<file path="config.mk">
export PLATFORM = sky130hd
export DESIGN_NAME = tct_ctrl
export DESIGN_NICKNAME = d
export VERILOG_FILES = /design/src/design/tct_pkg.sv /design/src/design/tct_ctrl.sv
export SDC_FILE = /design/constraint.sdc
export NUM_CORES = 1
export LEC_CHECK = 0
export ABC_AREA = 1
export BUFFER_PORTS_ARGS = -buffer_cell sky130_fd_sc_hd__buf_2
export CAP_MARGIN = 20
export CELL_PAD_IN_SITES_DETAIL_PLACEMENT = 2
export CELL_PAD_IN_SITES_GLOBAL_PLACEMENT = 2
export CORE_MARGIN = 3
export CORE_UTILIZATION = 26
export DETAILED_ROUTE_END_ITERATION = 6
export PLACE_DENSITY_LB_ADDON = 0.1
export SYNTH_ARGS = -nofsm -noshare
export SYNTH_HDL_FRONTEND = slang
export SYNTH_SLANG_ARGS = --single-unit
</file>
<file path="constraint.sdc">
create_clock -name clk -period 4.8 [get_ports clk]
set_input_delay 0 -clock clk [delete_from_list [all_inputs] [get_ports clk]]
set_output_delay 0 -clock clk [all_outputs]
set_load 0.02 [all_outputs]
</file>
<file path="src/design/tct_pkg.sv">
// ----------------------------------------------------------------------------
// tct_pkg
// Shared types and codes of the telemetry channel table: item kinds,
// result kinds, the stored entry record, the result word and the
// control groups between the sequencer and the top level.
// ----------------------------------------------------------------------------
`default_nettype none

package tct_pkg;

  // item kinds on the input side
  localparam logic [1:0] KIND_WRITE = 2'd0;
  localparam logic [1:0] KIND_READ  = 2'd1;
  localparam logic [1:0] KIND_TICK  = 2'd2;

  // result kinds on the output side
  localparam logic [1:0] RES_WRITE = 2'd0;
  localparam logic [1:0] RES_READ  = 2'd1;
  localparam logic [1:0] RES_EMIT  = 2'd2;

  // byte count ceiling of a stored value
  localparam logic [3:0] MAX_BYTES = 4'd8;

  // emitted words per tick
  localparam int MAX_RESULTS = 32;
  localparam int CNT_W       = $clog2(MAX_RESULTS + 1);

  typedef enum logic [2:0] {
    ST_IDLE,
    ST_SCAN,
    ST_FINISH,
    ST_TICK,
    ST_FETCH
  } tct_state_t;

  typedef struct packed {
    logic [31:0] chan;
    logic [63:0] tstamp;
    logic [63:0] value;
    logic [3:0]  nbytes;
  } tct_entry_t;

  typedef struct packed {
    logic [1:0] rkind;
    logic       found;
    logic       full;
    tct_entry_t ent;
    logic       last;
  } tct_result_t;

  // top level to sequencer
  typedef struct packed {
    logic emit_enable;
    logic out_free;
  } tct_ctl_t;

  // sequencer to top level
  typedef struct packed {
    logic idle;
    logic push;
  } tct_status_t;

endpackage

`default_nettype wire

</file>
<file path="src/design/tct_ctrl.sv">
// ----------------------------------------------------------------------------
// tct_ctrl
// Sequencer of the channel table: walks the entries one a cycle through
// the store on a write or read scan (a tick waits on the output), with one
// shared id comparator, and keeps the used and updated flags in flip-flops.
// ----------------------------------------------------------------------------
`default_nettype none

module tct_ctrl #(
  parameter int ENTRIES = 32,
  parameter int AW      = 5
) (
  input  wire logic            clk,
  input  wire logic            rst_n,
  input  wire logic            in_valid,
  input  wire logic [1:0]      in_kind,
  input  tct_pkg::tct_entry_t  in_item,
  input  tct_pkg::tct_ctl_t    ctl,
  output tct_pkg::tct_status_t status,
  output tct_pkg::tct_result_t result,
  output logic                 mem_we,
  output logic [AW-1:0]        mem_waddr,
  output tct_pkg::tct_entry_t  mem_wdata,
  output logic                 mem_re,
  output logic [AW-1:0]        mem_raddr,
  input  tct_pkg::tct_entry_t  mem_rdata
);

  localparam int IW = $clog2(ENTRIES + 1);
  localparam logic [IW-1:0] END_IDX = IW'(ENTRIES);
  localparam logic [AW-1:0] LAST_A  = AW'(ENTRIES - 1);
  localparam logic [tct_pkg::CNT_W-1:0] CNT_LAST = tct_pkg::CNT_W'(tct_pkg::MAX_RESULTS - 1);

  tct_pkg::tct_state_t state_r, state_nxt;
  logic [ENTRIES-1:0]  used_r, used_nxt;
  logic [ENTRIES-1:0]  upd_r, upd_nxt;
  logic [IW-1:0]       idx_r, idx_nxt;
  logic [AW-1:0]       pidx_r, pidx_nxt;
  logic                pv_r, pv_nxt;
  logic [1:0]          kind_r, kind_nxt;
  tct_pkg::tct_entry_t item_r, item_nxt;
  logic                hit_r, hit_nxt;
  logic [AW-1:0]       hit_idx_r, hit_idx_nxt;
  logic                free_r, free_nxt;
  logic [AW-1:0]       free_idx_r, free_idx_nxt;
  tct_pkg::tct_entry_t res_r, res_nxt;
  logic [tct_pkg::CNT_W-1:0] cnt_r, cnt_nxt;

  logic [AW-1:0]      idx_a;
  logic               in_range;
  logic [ENTRIES-1:0] pend;
  logic [ENTRIES-1:0] above;
  logic               cmp_hit;
  logic               scan_done;
  logic               emit_last;
  logic               full;
  logic [AW-1:0]      slot;
  logic               accept;

  assign idx_a    = idx_r[AW-1:0];
  assign in_range = idx_r < END_IDX;
  assign pend     = used_r & upd_r;
  assign accept   = (state_r == tct_pkg::ST_IDLE) && in_valid;

  // the shared comparator: one stored id against the item's id
  assign cmp_hit   = pv_r && used_r[pidx_r] && (mem_rdata.chan == item_r.chan);
  assign scan_done = pv_r && (cmp_hit || (pidx_r == LAST_A));

  always_comb begin
    for (int j = 0; j < ENTRIES; j++) begin
      above[j] = pend[j] && (IW'(j) > idx_r);
    end
  end

  assign emit_last = (above == '0) || (cnt_r == CNT_LAST);
  assign full      = !hit_r && !free_r;
  assign slot      = hit_r ? hit_idx_r : free_idx_r;

  // next state
  always_comb begin
    state_nxt = state_r;
    unique case (state_r)
      tct_pkg::ST_IDLE: begin
        if (accept) begin
          unique case (in_kind) inside
            tct_pkg::KIND_WRITE, tct_pkg::KIND_READ: state_nxt = tct_pkg::ST_SCAN;
            tct_pkg::KIND_TICK: begin
              state_nxt = ctl.emit_enable ? tct_pkg::ST_TICK : tct_pkg::ST_IDLE;
            end
            default: state_nxt = tct_pkg::ST_IDLE;
          endcase
        end
      end
      tct_pkg::ST_SCAN: begin
        if (scan_done) state_nxt = tct_pkg::ST_FINISH;
      end
      tct_pkg::ST_FINISH: begin
        if (ctl.out_free) state_nxt = tct_pkg::ST_IDLE;
      end
      tct_pkg::ST_TICK: begin
        if (!in_range) begin
          state_nxt = tct_pkg::ST_IDLE;
        end else if (pend[idx_a]) begin
          state_nxt = tct_pkg::ST_FETCH;
        end
      end
      tct_pkg::ST_FETCH: begin
        if (ctl.out_free) state_nxt = emit_last ? tct_pkg::ST_IDLE : tct_pkg::ST_TICK;
      end
      default: state_nxt = tct_pkg::ST_IDLE;
    endcase
  end

  // outputs and datapath
  always_comb begin
    used_nxt     = used_r;
    upd_nxt      = upd_r;
    idx_nxt      = idx_r;
    pidx_nxt     = pidx_r;
    pv_nxt       = pv_r;
    kind_nxt     = kind_r;
    item_nxt     = item_r;
    hit_nxt      = hit_r;
    hit_idx_nxt  = hit_idx_r;
    free_nxt     = free_r;
    free_idx_nxt = free_idx_r;
    res_nxt      = res_r;
    cnt_nxt      = cnt_r;
    mem_we       = 1'b0;
    mem_waddr    = slot;
    mem_wdata    = item_r;
    mem_re       = 1'b0;
    mem_raddr    = idx_a;
    result       = '0;
    status.idle  = (state_r == tct_pkg::ST_IDLE);
    status.push  = 1'b0;

    unique case (state_r)
      tct_pkg::ST_IDLE: begin
        if (accept) begin
          kind_nxt = in_kind;
          item_nxt = in_item;
          if (in_item.nbytes > tct_pkg::MAX_BYTES) item_nxt.nbytes = tct_pkg::MAX_BYTES;
          idx_nxt  = '0;
          pv_nxt   = 1'b0;
          hit_nxt  = 1'b0;
          free_nxt = 1'b0;
          cnt_nxt  = '0;
          res_nxt  = '0;
        end
      end
      tct_pkg::ST_SCAN: begin
        if (in_range) begin
          mem_re   = 1'b1;
          pv_nxt   = 1'b1;
          pidx_nxt = idx_a;
          idx_nxt  = idx_r + 1'b1;
          if (!used_r[idx_a] && !free_r) begin
            free_nxt     = 1'b1;
            free_idx_nxt = idx_a;
          end
        end else begin
          pv_nxt = 1'b0;
        end
        if (cmp_hit) begin
          hit_nxt     = 1'b1;
          hit_idx_nxt = pidx_r;
          res_nxt     = mem_rdata;
        end
      end
      tct_pkg::ST_FINISH: begin
        result.last = 1'b1;
        if (kind_r == tct_pkg::KIND_WRITE) begin
          result.rkind = tct_pkg::RES_WRITE;
          result.full  = full;
        end else begin
          result.rkind    = tct_pkg::RES_READ;
          result.found    = hit_r;
          result.ent      = res_r;
          result.ent.chan = item_r.chan;
        end
        if (ctl.out_free) begin
          status.push = 1'b1;
          if (kind_r == tct_pkg::KIND_WRITE && !full) begin
            mem_we        = 1'b1;
            used_nxt[slot] = 1'b1;
            upd_nxt[slot]  = 1'b1;
          end
        end
      end
      tct_pkg::ST_TICK: begin
        if (in_range) begin
          if (pend[idx_a]) begin
            mem_re = 1'b1;
          end else begin
            idx_nxt = idx_r + 1'b1;
          end
        end
      end
      tct_pkg::ST_FETCH: begin
        result.rkind = tct_pkg::RES_EMIT;
        result.ent   = mem_rdata;
        result.last  = emit_last;
        if (ctl.out_free) begin
          status.push    = 1'b1;
          upd_nxt[idx_a] = 1'b0;
          cnt_nxt        = cnt_r + 1'b1;
          idx_nxt        = idx_r + 1'b1;
        end
      end
      default: begin
      end
    endcase
  end

  always_ff @(posedge clk) begin
    if (!rst_n) begin
      state_r <= tct_pkg::ST_IDLE;
      used_r  <= '0;
      upd_r   <= '0;
      idx_r   <= '0;
      pv_r    <= 1'b0;
      hit_r   <= 1'b0;
      free_r  <= 1'b0;
      cnt_r   <= '0;
    end else begin
      state_r <= state_nxt;
      used_r  <= used_nxt;
      upd_r   <= upd_nxt;
      idx_r   <= idx_nxt;
      pv_r    <= pv_nxt;
      hit_r   <= hit_nxt;
      free_r  <= free_nxt;
      cnt_r   <= cnt_nxt;
    end
  end

  always_ff @(posedge clk) begin
    pidx_r     <= pidx_nxt;
    kind_r     <= kind_nxt;
    item_r     <= item_nxt;
    hit_idx_r  <= hit_idx_nxt;
    free_idx_r <= free_idx_nxt;
    res_r      <= res_nxt;
  end

endmodule

`default_nettype wire

</file>
==> results.txt <==
- Placed wire-length estimate: between 70000 and 80000 microns
* Via count: between 15k and 20k
- Clk Tree Root Cell: sky130_fd_sc_hd__clkbuf_16
- The share of synthesized area in the top cell type comes to 0.517.
- Post-CTS repair timing setup buffer count: 0
* Clock tree from TritonCTS: yes
- After clock tree synthesis, the clock-pin slew on the worst setup and hold paths is approximately 80 ps.
- The number of clock buffers added by TritonCTS is slightly below 50.
- Deepest level of the CTS H-tree: 2
- For this run, the post-layout net count is ~3.3k.
* Standard-cell rows: 96
- Summing every instance area after synthesis gives 18200 sq um.
- After global routing the overflow that remains totals 0.
- In this design, the stage delay of the slowest critical-path cell is around 760 ps.
* First-pass GRT wire length: between 150000 and 200000 microns
- Of the total synthesized cell area, the portion taken by AND, OR, NAND and NOR gates is 0.189.
- Outcome: finished clean
- Routed wire per std cell: between 20 and 30 microns
- The max-slew violation count was 0.
- In the synthesized netlist the async set-or-reset flop fraction comes to 0.
- For this run, the register share of the synthesized area comes to 0.607.
- In the routed design, unresolved DRC markers number 0.
- Final RePlAce weighted congestion: slightly below 0.9
- STA classifies the critical path startpoint as a register.
- Worst Setup End Kind: primary output
- The number of nets in the synthesized netlist is between 2k and 2.5k.
- Netlist cell types: a little over 40
* Critical path arrival: between 3000 and 4000 ps
- IR analysis of the VDD net gives a maximum drop of about 250 uV.
- Maximum net fanout on the critical path: between 90 and 100
* Most common cell in the synthesized netlist: sky130_fd_sc_hd__nand2_1
- Post-Route Setup TNS: 0 ps
* Worst setup path class: reg -> out
* Most area-consuming cells after synthesis: sky130_fd_sc_hd__edfxtp_1 (52%), sky130_fd_sc_hd__dfxtp_1 (9.0%), sky130_fd_sc_hd__nand2_1 (8.7%)
- In this run the remaining antenna-violating nets after routing total 0.
- Clock latency of the later-clocked register in the worst-skew pair: between 600 and 700 ps
- The clock passes through at most 3 buffers.
* 1st-pass router iterations: 5
- Mean number of vias per cell: between 4 and 5
- The count of buffers added on input and output ports is roughly 680.
- Primary FF master, synth: sky130_fd_sc_hd__edfxtp_1
* Post-Layout Cell Count: between 3k and 4k
- Share of the synthesized area in compound gates (AO/OA/AOI/OAI): 0.109
* Placed cells: around 3.5k
* Die footprint: between 70000 and 80000 sq um
* Number of enable-type register cells in the synthesized netlist: approximately 310
- Commonest cells in the synthesized netlist: sky130_fd_sc_hd__nand2_1 (420), sky130_fd_sc_hd__edfxtp_1 (313), sky130_fd_sc_hd__inv_1 (282)
* Final Routed Wirelength: between 100000 and 150000 microns
* Layout cell share with drive strength beyond 1: 0.269
* Initial core utilization: 0.264
- PD cells: 375 nW/um^2
- Setup violations remaining at the end of the flow were counted as 0.
* # IOs: a little under 700
- Clock tree sinks: 395
* Static leakage: approximately 12 nW
- The number of buffers and inverters on the critical path is 5.
- The slowest stage of the critical path is the sky130_fd_sc_hd__buf_4 cell.
- Peak clock frequency supported by timing: ~260 MHz
- The area growth from synthesis to layout is 49.2%.
- Worst-margin pin slew: 1140 ps
- Fraction of synthesized cell area in xor and xnor cells: 0.00385
- Core Area: ~69000 sq um
- Setup repair after global routing missed its margin: false
- In this run, synthesis produced a sequential element count of between 300 and 400.
- Between clock sinks in the finished design, the worst skew comes to 28.2 ps.
* Slew Limit Headroom: 0.231
* Total count of hold-check failures in the final report: 0
- Pin count of the biggest net entering global routing: ~130
- Global routing usage summed across all routing layers: 0.278
- Walking the worst path, the cells encountered are inv_1, nor3_1, inv_1, nor2_4, buf_4, buf_4, nand2_1, o21ai_0, buf_2.
- Leading area contributor after synthesis: sky130_fd_sc_hd__edfxtp_1
* Syn Area/Cell: about 9.0 sq um
* Vias in the first global route: between 20k and 25k
- Grouping stages by cell kind, the critical path spends the most delay in buffers and inverters.
* Number of hold-repair buffers added at the cts stage: ~300
- Syn. warnings: 0
- The path class of the tightest hold or removal check is in -> reg.
- Final worst path period share: 0.788
- Subtracting the final worst setup slack from the clock period gives approximately 3800 ps.
* Fraction of the mapped netlist area in adder cells: 0.00344
- Post-synthesis cell count: 2009
- Largest family of logic cells by synthesized area: simple AND/OR/NAND/NOR gates
* First DRT Iteration DRCs: around 1.2k
* Number of antenna violations at the first check in global routing: 29
- The number of gates resized after CTS was 0.
- DIE WIDTH: 270 microns
- Die Ht: between 200 and 300 microns
- The portion of synthesized area spent on multiplexers is 0.
* Required time of the worst setup path: around 4800 ps
- The tool flagged a number of max-cap violations equal to 0.
## placed cells by master (no fill, tap or decap), types with 3 or more instances in the layout
master	instances
sky130_fd_sc_hd__dlygate4sd3_1	304
sky130_fd_sc_hd__inv_2	9
sky130_fd_sc_hd__nand4_1	11
sky130_fd_sc_hd__dfxtp_1	82
sky130_fd_sc_hd__clkbuf_1	16
sky130_fd_sc_hd__nor2_1	275
sky130_fd_sc_hd__buf_4	20
sky130_fd_sc_hd__a22o_1	3
sky130_fd_sc_hd__a21oi_1	114
sky130_fd_sc_hd__xor2_1	8
sky130_fd_sc_hd__a21boi_0	3
sky130_fd_sc_hd__a221oi_2	3
sky130_fd_sc_hd__nand3_1	79
sky130_fd_sc_hd__or2_2	3
sky130_fd_sc_hd__nor3_1	37
sky130_fd_sc_hd__nand2_2	4
sky130_fd_sc_hd__diode_2	20
sky130_fd_sc_hd__o22ai_1	29
sky130_fd_sc_hd__buf_2	681
sky130_fd_sc_hd__inv_1	281
sky130_fd_sc_hd__nor2_2	9
sky130_fd_sc_hd__o211ai_1	10
sky130_fd_sc_hd__clkbuf_16	49
sky130_fd_sc_hd__ha_1	5
sky130_fd_sc_hd__a221oi_1	3
sky130_fd_sc_hd__o21ai_0	184
sky130_fd_sc_hd__nand2_1	419
sky130_fd_sc_hd__o21ai_1	6
sky130_fd_sc_hd__clkinv_1	6
sky130_fd_sc_hd__edfxtp_1	313
sky130_fd_sc_hd__buf_12	3
sky130_fd_sc_hd__clkbuf_8	3
sky130_fd_sc_hd__clkinv_2	10
## power by group
part	switching (mW)	internal [mW]	leakage (nW)
Clock	1.63	2.05	0.742
Sequential	0.173	4.21	3.70
Combinational	1.49	0.627	7.61
Total	3.30	6.89	12.1
## final cells by class
cell class	count	area (sq um)
Antenna cell	20	50.0
Clock buffer	68	1330
Clock inverter	22	199
Fill cell	7765	41800
Inverter	295	1120
Multi-Input combinational cell	1223	5560
Sequential cell	395	11000
Tap cell	931	1160
Timing Repair Buffer	1008	6660
## per-layer routing
metal	GRT usage	wire [microns]
met5	0	7
met4	0.0576	1920
met3	0.0870	8150
met2	0.490	52200
met1	0.333	42700
## final timing paths
kind                      startpoint  depth (start not counted)                       end  slack [ps]
max          state_r[1]$_SDFFE_PN0P_                          9                 result[7]        1020
min                      in_item[19]                          2   mem_wdata[19]$_DFFE_PP_         120
max reg2reg      pidx_r[0]$_DFFE_PP_                          9  res_r[107]$_SDFFCE_PN0P_        1400
min reg2reg    upd_r[2]$_SDFFE_PN0P_                          2     upd_r[2]$_SDFFE_PN0P_         470
## registers in the layout (all words and copies together), names as in the netlist, 3 cells and up
name        count
pidx_r          5
state_r         3
cnt_r           6
idx_r           6
hit_idx_r       5
upd_r          32
used_r         32
res_r         132
mem_wdata     164
free_idx_r      5
## through the flow
step           hold WS (ps)  total power [mW]  utilization  setup slack [ps]  cell area (sq um)
4_1_cts                72.0              10.2        0.393               899              27100
6_report                122              10.2        0.393              1020              27100
3_3_place_gp            178              6.23        0.326              1450              22500
2_1_floorplan          98.9              5.42            -               280              18200
3_5_place_dp            178              6.29        0.326              1430              22500
5_1_grt                 105              10.6        0.393               729              27100
## cells by family after synthesis
| group | after synthesis |
|---|---|
| buf+inv | 391 |
| xor+xnor | 8 |
| flops | 395 |
| fa+ha+maj | 5 |
| simple gates | 847 |
| compound gates | 363 |
No activity file was read; power rests on OpenSTA's default activity.
